--- config.mk ---
export PLATFORM = sky130hd
export DESIGN_NAME = min_max_priority_queue
export DESIGN_NICKNAME = d
export VERILOG_FILES = /design/src/design/mmpq_pkg.sv /design/src/design/mmpq_ram.sv /design/src/design/mmpq_scan.sv /design/src/design/min_max_priority_queue.sv
export SDC_FILE = /design/constraint.sdc
export NUM_CORES = 2
export LEC_CHECK = 0
export BUFFER_PORTS_ARGS = -buffer_cell sky130_fd_sc_hd__buf_4
export CORE_AREA = 4 4 481 530
export DETAILED_ROUTE_END_ITERATION = 10
export DIE_AREA = 0 0 485 534
export GPL_TIMING_DRIVEN = 0
export PLACE_DENSITY_LB_ADDON = 0.15
export SETUP_SLACK_MARGIN = 0.2
export SLEW_MARGIN = 20
export SYNTH_ARGS = -nofsm -noshare
export SYNTH_HDL_FRONTEND = slang
export SYNTH_SLANG_ARGS = --single-unit
--- constraint.sdc ---
create_clock -name clk_i -period 7.3 [get_ports clk_i]
set_clock_uncertainty 0.05 [all_clocks]
set_input_delay 1.46 -clock clk_i [delete_from_list [all_inputs] [get_ports clk_i]]
set_output_delay 1.46 -clock clk_i [all_outputs]
set_load 0.005 [all_outputs]
--- src/design/mmpq_pkg.sv ---
// Shared types and codes for the min/max priority queue.
package mmpq_pkg;

  typedef enum logic [1:0] {
    OP_INSERT     = 2'd0,
    OP_REMOVE_MAX = 2'd1,
    OP_REMOVE_MIN = 2'd2,
    OP_SEARCH     = 2'd3
  } op_e;

  typedef enum logic [1:0] {
    ST_OK        = 2'd0,
    ST_EMPTY     = 2'd1,
    ST_FULL      = 2'd2,
    ST_NOT_FOUND = 2'd3
  } status_e;

  typedef enum logic [2:0] {
    S_IDLE,
    S_SCAN,
    S_DRAIN,
    S_FINISH,
    S_MOVE
  } state_e;

  typedef struct packed {
    logic clear;
    logic sample;
    logic largest;
  } scan_ctl_t;

  localparam int unsigned DataW = 32;

endpackage

--- src/design/mmpq_ram.sv ---
// Generic simple dual-port RAM with registered read.
module mmpq_ram #(
  parameter int unsigned Width = 32,
  parameter int unsigned Depth = 64
) (
  input  logic                     clk_i,
  input  logic                     we_i,
  input  logic [$clog2(Depth)-1:0] waddr_i,
  input  logic [Width-1:0]         wdata_i,
  input  logic [$clog2(Depth)-1:0] raddr_i,
  output logic [Width-1:0]         rdata_o
);

  logic [Width-1:0] mem_q [Depth];
  logic [Width-1:0] rdata_q;

  always_ff @(posedge clk_i) begin
    if (we_i) begin
      mem_q[waddr_i] <= wdata_i;
    end
    rdata_q <= mem_q[raddr_i];
  end

  assign rdata_o = rdata_q;

endmodule

--- src/design/mmpq_scan.sv ---
// Scan unit: tracks the extreme value, its index and a match flag over a sweep.
module mmpq_scan #(
  parameter int unsigned AddrW = 6
) (
  input  logic                       clk_i,
  input  logic                       rst_ni,
  input  mmpq_pkg::scan_ctl_t        ctl_i,
  input  logic [AddrW-1:0]           idx_i,
  input  logic signed [31:0]         data_i,
  input  logic signed [31:0]         key_i,
  output logic signed [31:0]         best_val_o,
  output logic [AddrW-1:0]           best_idx_o,
  output logic                       found_o
);

  import mmpq_pkg::*;

  logic               have_q, have_d;
  logic               found_q, found_d;
  logic signed [31:0] best_val_q, best_val_d;
  logic [AddrW-1:0]   best_idx_q, best_idx_d;
  logic               better;

  always_comb begin
    better     = ctl_i.largest ? (data_i > best_val_q) : (data_i < best_val_q);
    have_d     = have_q;
    found_d    = found_q;
    best_val_d = best_val_q;
    best_idx_d = best_idx_q;
    if (ctl_i.clear) begin
      have_d  = 1'b0;
      found_d = 1'b0;
    end else if (ctl_i.sample) begin
      have_d = 1'b1;
      if (data_i == key_i) begin
        found_d = 1'b1;
      end
      if (!have_q || better) begin
        best_val_d = data_i;
        best_idx_d = idx_i;
      end
    end
  end

  always_ff @(posedge clk_i or negedge rst_ni) begin
    if (!rst_ni) begin
      have_q  <= 1'b0;
      found_q <= 1'b0;
    end else begin
      have_q  <= have_d;
      found_q <= found_d;
    end
  end

  always_ff @(posedge clk_i) begin
    best_val_q <= best_val_d;
    best_idx_q <= best_idx_d;
  end

  assign best_val_o = best_val_q;
  assign best_idx_o = best_idx_q;
  assign found_o    = found_q;

endmodule

--- src/design/min_max_priority_queue.sv ---
// Top level of the min/max priority queue over an unsorted RAM store.
//
//   channel   | ports                                        | handshake
//   ----------+----------------------------------------------+-------------------------
//   request   | operation_i, data_value_i                    | start && !busy
//   result    | result_value_o, status_o, entry_count_o      | done_o, one cycle, no stall
//
// Insert, and removal or search on an empty store, never raise busy; the result
// strobe follows in the next cycle. Remove and search sweep the N held entries
// through the RAM read port one per cycle and hold busy through the states
// S_SCAN, S_DRAIN and S_FINISH, and also S_MOVE when a removal refills the hole
// with the last entry. The strobe shows in the first cycle after busy drops.
// Reset empties the store at once.
// The receiver cannot stall: each result shows for exactly one cycle.
module min_max_priority_queue #(
  parameter int unsigned CAPACITY = 64,
  localparam int unsigned AddrW = $clog2(CAPACITY),
  localparam int unsigned CntW  = $clog2(CAPACITY + 1)
) (
  input  logic               clk_i,
  input  logic               rst_ni,
  input  logic               start,
  output logic               busy,
  input  logic [1:0]         operation_i,
  input  logic signed [31:0] data_value_i,
  output logic               done_o,
  output logic signed [31:0] result_value_o,
  output logic [1:0]         status_o,
  output logic [CntW-1:0]    entry_count_o
);

  import mmpq_pkg::*;

  state_e             state_q, state_d;
  op_e                op_q, op_d;
  logic signed [31:0] key_q, key_d;
  logic [CntW-1:0]    count_q, count_d;
  logic [AddrW-1:0]   addr_q, addr_d;
  logic               smp_q, smp_d;
  logic [AddrW-1:0]   smp_idx_q, smp_idx_d;
  logic               done_q, done_d;
  logic signed [31:0] res_q, res_d;
  status_e            status_q, status_d;

  logic               we;
  logic [AddrW-1:0]   waddr, raddr, last_addr;
  logic [DataW-1:0]   wdata, rdata;
  scan_ctl_t          scan_ctl;
  logic signed [31:0] best_val;
  logic [AddrW-1:0]   best_idx;
  logic               found;
  op_e                op_in;

  assign last_addr = AddrW'(count_q - 1'b1);
  assign op_in     = op_e'(operation_i);

  mmpq_ram #(
    .Width(DataW),
    .Depth(CAPACITY)
  ) u_ram (
    .clk_i  (clk_i),
    .we_i   (we),
    .waddr_i(waddr),
    .wdata_i(wdata),
    .raddr_i(raddr),
    .rdata_o(rdata)
  );

  mmpq_scan #(
    .AddrW(AddrW)
  ) u_scan (
    .clk_i     (clk_i),
    .rst_ni    (rst_ni),
    .ctl_i     (scan_ctl),
    .idx_i     (smp_idx_q),
    .data_i    ($signed(rdata)),
    .key_i     (key_q),
    .best_val_o(best_val),
    .best_idx_o(best_idx),
    .found_o   (found)
  );

  always_comb begin
    state_d          = state_q;
    op_d             = op_q;
    key_d            = key_q;
    count_d          = count_q;
    addr_d           = addr_q;
    smp_d            = 1'b0;
    smp_idx_d        = addr_q;
    done_d           = 1'b0;
    res_d            = res_q;
    status_d         = status_q;
    we               = 1'b0;
    waddr            = AddrW'(count_q);
    wdata            = data_value_i;
    raddr            = addr_q;
    scan_ctl.clear   = 1'b0;
    scan_ctl.sample  = smp_q;
    scan_ctl.largest = (op_q == OP_REMOVE_MAX);
    busy             = (state_q != S_IDLE);

    unique case (state_q)
      S_IDLE: begin
        if (start) begin
          op_d           = op_in;
          key_d          = data_value_i;
          addr_d         = '0;
          scan_ctl.clear = 1'b1;
          unique case (op_in)
            OP_INSERT: begin
              done_d = 1'b1;
              if (count_q == CntW'(CAPACITY)) begin
                res_d    = '0;
                status_d = ST_FULL;
              end else begin
                we       = 1'b1;
                count_d  = count_q + 1'b1;
                res_d    = data_value_i;
                status_d = ST_OK;
              end
            end
            OP_REMOVE_MAX, OP_REMOVE_MIN: begin
              if (count_q == '0) begin
                done_d   = 1'b1;
                res_d    = '0;
                status_d = ST_EMPTY;
              end else begin
                state_d = S_SCAN;
              end
            end
            OP_SEARCH: begin
              if (count_q == '0) begin
                done_d   = 1'b1;
                res_d    = '0;
                status_d = ST_NOT_FOUND;
              end else begin
                state_d = S_SCAN;
              end
            end
            default: ;
          endcase
        end
      end
      S_SCAN: begin
        smp_d     = 1'b1;
        smp_idx_d = addr_q;
        if (addr_q == last_addr) begin
          state_d = S_DRAIN;
        end else begin
          addr_d = addr_q + 1'b1;
        end
      end
      S_DRAIN: begin
        state_d = S_FINISH;
      end
      S_FINISH: begin
        if (op_q == OP_SEARCH) begin
          done_d   = 1'b1;
          res_d    = '0;
          status_d = found ? ST_OK : ST_NOT_FOUND;
          state_d  = S_IDLE;
        end else if (best_idx == last_addr) begin
          done_d   = 1'b1;
          res_d    = best_val;
          status_d = ST_OK;
          count_d  = count_q - 1'b1;
          state_d  = S_IDLE;
        end else begin
          raddr   = last_addr;
          state_d = S_MOVE;
        end
      end
      S_MOVE: begin
        we       = 1'b1;
        waddr    = best_idx;
        wdata    = rdata;
        done_d   = 1'b1;
        res_d    = best_val;
        status_d = ST_OK;
        count_d  = count_q - 1'b1;
        state_d  = S_IDLE;
      end
      default: begin
        state_d = S_IDLE;
      end
    endcase
  end

  always_ff @(posedge clk_i or negedge rst_ni) begin
    if (!rst_ni) begin
      state_q <= S_IDLE;
      count_q <= '0;
      smp_q   <= 1'b0;
      done_q  <= 1'b0;
    end else begin
      state_q <= state_d;
      count_q <= count_d;
      smp_q   <= smp_d;
      done_q  <= done_d;
    end
  end

  always_ff @(posedge clk_i) begin
    op_q      <= op_d;
    key_q     <= key_d;
    addr_q    <= addr_d;
    smp_idx_q <= smp_idx_d;
    res_q     <= res_d;
    status_q  <= status_d;
  end

  assign done_o         = done_q;
  assign result_value_o = res_q;
  assign status_o       = status_q;
  assign entry_count_o  = count_q;

endmodule

# Word level (Yosys, flattened, before mapping)

Memories as Yosys holds them, arrays and structs flattened. A register that Yosys moved wholly into a read port is not among the register bits.
Index checks and enable logic that the tools add are counted.

Add/subtract/negate cells: 3
Order comparisons: 2
Equal/unequal tests: 26
Mux-type cells: 58
Bitwise operators: 1
Reduce and logical (&&, ||, !) cells: 20

Operators with widths:

| cell                                                               | count |
|---|---|
| 32-bit two-way mux                                                 | 6 |
| 32-bit one-hot mux with 3 select lines                             | 1 |
| 32-bit one-hot mux with 2 select lines                             | 1 |
| 6-bit two-way mux                                                  | 6 |
| 7-bit two-way mux                                                  | 5 |
| 32-bit == test                                                     | 1 |
| 32-bit > comparator                                                | 1 |
| 32-bit less-than comparator                                        | 1 |
| 7-bit one-hot mux with 3 select lines                              | 1 |
| 1-bit two-way mux                                                  | 18 |
| 3-bit two-way mux                                                  | 6 |
| 2-bit inequality test, second input constant                       | 8 |
| 2-bit two-way mux                                                  | 7 |
| 6-bit == test                                                      | 2 |
| 3-bit inequality test, second input constant                       | 4 |
| 2-bit one-hot mux with 3 select lines                              | 2 |
| 3-bit one-hot mux with 4 select lines                              | 1 |
| 6-bit one-hot mux with 2 select lines                              | 1 |
| 4-bit AND reduction                                                | 2 |
| 7-bit by 1-bit adder with 7-bit output, second input constant      | 1 |
| 7-bit == test, second input constant                               | 1 |
| 7-bit logical NOT                                                  | 1 |
| 7-bit by 1-bit subtractor with 7-bit output, second input constant | 1 |
| 6-bit by 1-bit adder with 6-bit output, second input constant      | 1 |
| 21 further kinds                                                   | 31 |

Register bits: 132
Bits in writable memories: 2048
Input bits: 37
Output and inout bits: 43
Logic and storage cells: 125
Memories: 1

Memory list:

| name        | depth | width | rd ports | clocked after memory_dff | write ports | RTL line       | RTL |
|---|---|---|---|---|---|---|---|
| u_ram.mem_q | 64    | 32    | 1        | 1                        | 1           | mmpq_ram.sv:14 | `logic [Width-1:0] mem_q [Depth];` |

# Logic depth before layout (Yosys ltp)

Depth in word-level cells: 7
Mapped depth: 17
Mapped depth without buffers: 13

# Modules after synthesis

From an unflattened synthesis, not the netlist that was laid out.

Cell total of the unflattened synthesis: 3940
Area total of the unflattened synthesis: 85470.7 um^2

Modules (own cells, without submodules):

| module                 | instances | cells each | area each (um^2) | sequential area each (um^2) |
|---|---|---|---|---|
| mmpq_ram               | 1         | 3324       | 78512.8          | 62139.6 |
| min_max_priority_queue | 1         | 406        | 4494.3           | 2642.5 |
| mmpq_scan              | 1         | 210        | 2463.6           | 1191.1 |

# Worst setup path after synthesis

Ideal clock, no wire load.

Path kind: input port to flip-flop
Start: in operation_i[0]
End: reg res_q[0] (netlist: result_value_o[0]) (enable)
Library setup time: 0.472 ns
Arrival: 4.383 ns
Data required time: 6.778 ns
Slack: 2.395 ns
Stages: 5
Buffers on the path: 0
Cells stage by stage: inv_1 -> ha_1 -> o21bai_1 -> a21oi_1 -> o32ai_1

Word-level cells in the longest chain between the ends: 4
Elaborated cells on any way between the ends: 6
Classes of those cells: eq/ne (4); reduce/logical (2)

Ends and longest elaborated chain:

| what                                                                             | RTL line                      | RTL |
|---|---|---|
| from (decl)                                                                      | min_max_priority_queue.sv:24  | `input logic [1:0] operation_i,` |
| 2-bit == test / 2-bit by 1-bit == test with 1-bit output (equally long branches) | min_max_priority_queue.sv:110 | `unique case (op_in)` |
| 3-bit OR reduction (no source line) (*)                                          | n/a                           |  |
| 3-bit inequality test (no source line) (*)                                       | n/a                           |  |
| 4-bit AND reduction (no source line) (*)                                         | n/a                           |  |
| to (signal assigned)                                                             | min_max_priority_queue.sv:209 | `res_q <= res_d;` |
| to (decl)                                                                        | min_max_priority_queue.sv:42  | `logic signed [31:0] res_q, res_d;` |

Mark *: on every way between the ends. The rest lies on a longest branch, timed or not.
A chain may end at the register's enable or synchronous reset.

# Final worst setup path

Start: reg count_q[0] (netlist: entry_count_o[0])
End: reg u_ram.rdata_q[2] (netlist: u_ram.rdata_o[2]) (read register of u_ram.mem_q)

Word-level cells in the longest chain between the ends: 5

Ends and longest elaborated chain:

| what                                            | RTL line                      | RTL |
|---|---|---|
| from (decl)                                     | min_max_priority_queue.sv:37  | `logic [CntW-1:0] count_q, count_d;` |
| from (signal assigned)                          | min_max_priority_queue.sv:198 | `count_q <= count_d;` |
| 7-bit by 1-bit subtractor with 7-bit output (*) | n/a                           |  |
| 6-bit == test                                   | min_max_priority_queue.sv:163 | `end else if (best_idx == last_addr) begin` |
| 6-bit two-way mux (*)                           | min_max_priority_queue.sv:163 |  |
| 6-bit two-way mux (*)                           | min_max_priority_queue.sv:158 | `if (op_q == OP_SEARCH) begin` |
| 6-bit two-way mux (*)                           | min_max_priority_queue.sv:103 | `unique case (state_q)` |
| to (decl)                                       | mmpq_ram.sv:15                | `logic [Width-1:0] rdata_q;` |

Marks and branches as above.

==> summary.txt <==
Outcome
  – Status: finished, final reports clean

Yosys
  – Most common cell in the synthesized netlist: edfxtp_1
  – Post-Syn Area: 87000 um2
  – Synthesized flop and latch total: 2212
  – Mean post-synth cell area: 14.2 um2
  – Synth cell types: 64
  – Syn nets: 6181
  – Post-synth top cells: edfxtp_1 (2160), nand2_1 (1291), nand3_1 (663)
  – Post-synth EDFFs: 2160
  – Async S/R FF share, synth: 0.633%
  – Top post-synthesis cells by area: edfxtp_1 (75%), nand2_1 (5.6%), nand3_1 (3.8%), mux2i_1 (3.2%), dfxtp_1 (0.87%)
  – Synth Instances: 6106
  – Cell accounting for the most synthesized area: edfxtp_1
  – Synth top area share: 74.6%
  – Synth Warn #: 0
  – Main synth FF type: edfxtp_1
  – Register area share after synthesis: 75.9%

Drt
  – Drt total wl: 304000 um
  – DRC viols: 0
  – Initial DRT Pass Iterations: 5
  – DR vias/cell: 5.46
  – Post-route ant nets: 0
  – Wire per inst: 30.3 um
  – Vias: 54700
  – Initial detailed-routing violation count: 6095

Timing
  – Slew Limit Fails: 0
  – RSZ-0062 raised after global routing: no
  – Final hold viol count: 0
  – # setup viols final: 0
  – Tmin final: 7040 ps
  – Tcrit/Tclk final: 96.4%
  – Slew of the pin with the lowest slew margin: 1300 ps
  – Worst hold margin: 321 ps
  – Max Clk Rate: 142 MHz
  – Slew HR: 13.6%

Critical path
  – Crit path to: u_ram.rdata_o[2]
  – Crit end category: flop
  – Flop2flop setup slack: 260 ps
  – Worst endpoint required time: 7720 ps
  – Worst reg2reg path endpoint: u_ram.rdata_o[2]
  – Worst setup startpoint: entry_count_o[0]
  – Worst Path Arrival: 7450 ps
  – RR Startpoint: entry_count_o[0]
  – Crit start category: flop
  – Crit Path Max Fanout: 10
  – Worst reg2reg path depth: 16
  – Critical path class: reg2reg

Power
  – Peak supply drop: 268 uV
  – Leak: 0.0344 uW
  – Pwr/cell area: 383 nW/um2

Global routing
  – Overflow after GRT: 0
  – Initial antenna violation count: 24
  – Largest net degree at the start of global routing: 65
  – Number of global-route vias before repair: 53000
  – Total Routing Usage GR: 22.8%
  – First-pass GRT wire length: 420000 um

Die
  – Row Count: 192
  – I/O pins: 80
  – Chip width: 485 um
  – DIE AREA: 259000 um2
  – Die Height: 534 um
  – Core ar.: 249000 um2
  – Initial Util: 34.9%

Place
  – Detailed-placement wirelength estimate: 215000 um
  – Placed instance count: 9605
  – RePlAce Congestion: 0.902
  – Port Buffer Count: 79

Clocking
  – CTS tree: yes
  – Worst skew pair latency: 870 ps
  – Reg clk slew, reported paths: 60 ps
  – Root Buffer Master: clkbuf_16
  – Sink Count: 2212
  – Clock tree buffer depth: 4
  – CTS Hold Buffers Added: 0
  – H-tree depth: 4
  – CTS buffer count: 230

Finish
  – Layout Nets: 6614
  – Share of post-route cells with drive strength above 1: 12.2%
  – Layout fillers: 22900
  – Area Overhead vs Synth: 17.5%
  – Non-Filler Instances: 10000

Run
  – Max Cap Viol: 0

Hold path
  – Hold Crit Class: reg2reg
routing by layer:
metal	GRT usage, %	vias up	part of all wire [%]
li1	-	24000	-
met1	30.3	28200	41
met2	36.9	2045	47
met3	3.64	499	6.5
met4	10.6	14	5.3
met5	0	-	0.029
flip-flops by register name, indices dropped and copies added (netlist names), 2 cells and up:
name / cells
addr_q: 6
state_q: 3
smp_idx_q: 6
u_ram.rdata_o: 32
u_scan.best_idx_o: 6
key_q: 32
entry_count_o: 7
u_ram.mem_q: 2048
status_o: 2
u_scan.best_val_o: 32
result_value_o: 32
op_q: 2
logic make-up (layout without fill, tap and decap cells):
logic type	Yosys count	after routing	share of synthesized area [%]
and+or+nand+nor	2317	2317	11.5
DFF	2212	2212	75.9
AOI/OAI and AO/OA	765	765	5.98
buffers and inverters	422	1030	2.10
muxes	294	294	3.40
xor gates and xnor gates	58	58	0.617
adders and majority gates	38	38	0.547
other	0	11	0
cells in the final DEF (no fill, tap or decap), types with 51 or more instances in the layout:
| cell | count |
|---|---|
| nor2_4 | 64 |
| mux2i_1 | 280 |
| nand3_1 | 663 |
| nand4_1 | 67 |
| buf_2 | 143 |
| clkbuf_16 | 233 |
| edfxtp_1 | 2160 |
| nor2_1 | 61 |
| buf_4 | 103 |
| o221ai_1 | 51 |
| buf_12 | 76 |
| a22oi_1 | 60 |
| nand2_1 | 1261 |
| nor3_1 | 117 |
| o22ai_1 | 102 |
| clkbuf_1 | 232 |
| a31oi_1 | 66 |
| a21oi_1 | 129 |
| o21ai_0 | 114 |
| clkinv_1 | 59 |
metrics by stage:
step | power (uW) | util [%] | setup TNS, ps | setup slack (ps) | area (um2)
2_1_floorplan | 21400 | - | 0 | 2400 | 87000
3_3_place_gp | 27700 | 36.8 | -455680 | -3010 | 91700
3_5_place_dp | 28000 | 38.2 | -6810 | -741 | 95000
4_1_cts | 39200 | 41.0 | 0 | 205 | 102000
5_1_grt | 40500 | 41.0 | 0 | 216 | 102000
6_report | 39100 | 41.0 | 0 | 264 | 102000
worst min path at each step:
stage              start      endpoint  slack, ps  depth (start not counted)
2_1_floorplan  addr_q[4]  smp_idx_q[4]        290                          0
3_3_place_gp   addr_q[4]  smp_idx_q[4]        300                          0
3_5_place_dp   addr_q[4]  smp_idx_q[4]        300                          0
4_1_cts        addr_q[4]  smp_idx_q[4]        320                          0
5_1_grt        addr_q[4]  smp_idx_q[4]        330                          0
6_report       addr_q[4]  smp_idx_q[4]        320                          0
power by group:
part | switching, uW | internal (uW) | leakage [uW] | total (uW)
Clock | 4890 | 6300 | 0.00338 | 11200
Combinational | 9830 | 3330 | 0.0111 | 13200
Sequential | 311 | 14400 | 0.0199 | 14800
Total | 15000 | 24100 | 0.0344 | 39100
timing repair:
| item | 4_1_cts | 5_1_grt |
|---|---|---|
| endpoints found under the hold margin | 0 | 0 |
| endpoints found under the setup margin | 22 | 16 |
| pin swaps | 1 | 2 |
| setup buffers | 0 | 0 |
| gates resized for setup | 20 | 12 |
critical path, cell delays in order, from the launching register on:
cell and delay (ps):
dfrtp_1 370, buf_2 260, inv_1 210, ha_1 360, nor3b_2 210, xnor2_2 410, xnor2_1 200, a41oi_4 530
mux2i_4 530, buf_2 430, buf_2 580, buf_2 550, a31oi_1 190, o211ai_1 140, nand4_1 380, a221oi_1 440
o2111ai_1 720
cell type report:
type	instances	area, um2	area share, %
flip-flops and latches	2212	66000	64.6
plain buffers	377	1690	1.65
inverters	45	169	0.165
repair buffers	201	3050	2.99
well taps	3298	4130	4.04
diodes	11	27.5	0.0269
multi-input cells	3472	20200	19.7
clock buffers	296	6110	5.98
clock inverters	111	845	0.827
Power figures use the tool's default switching activity.
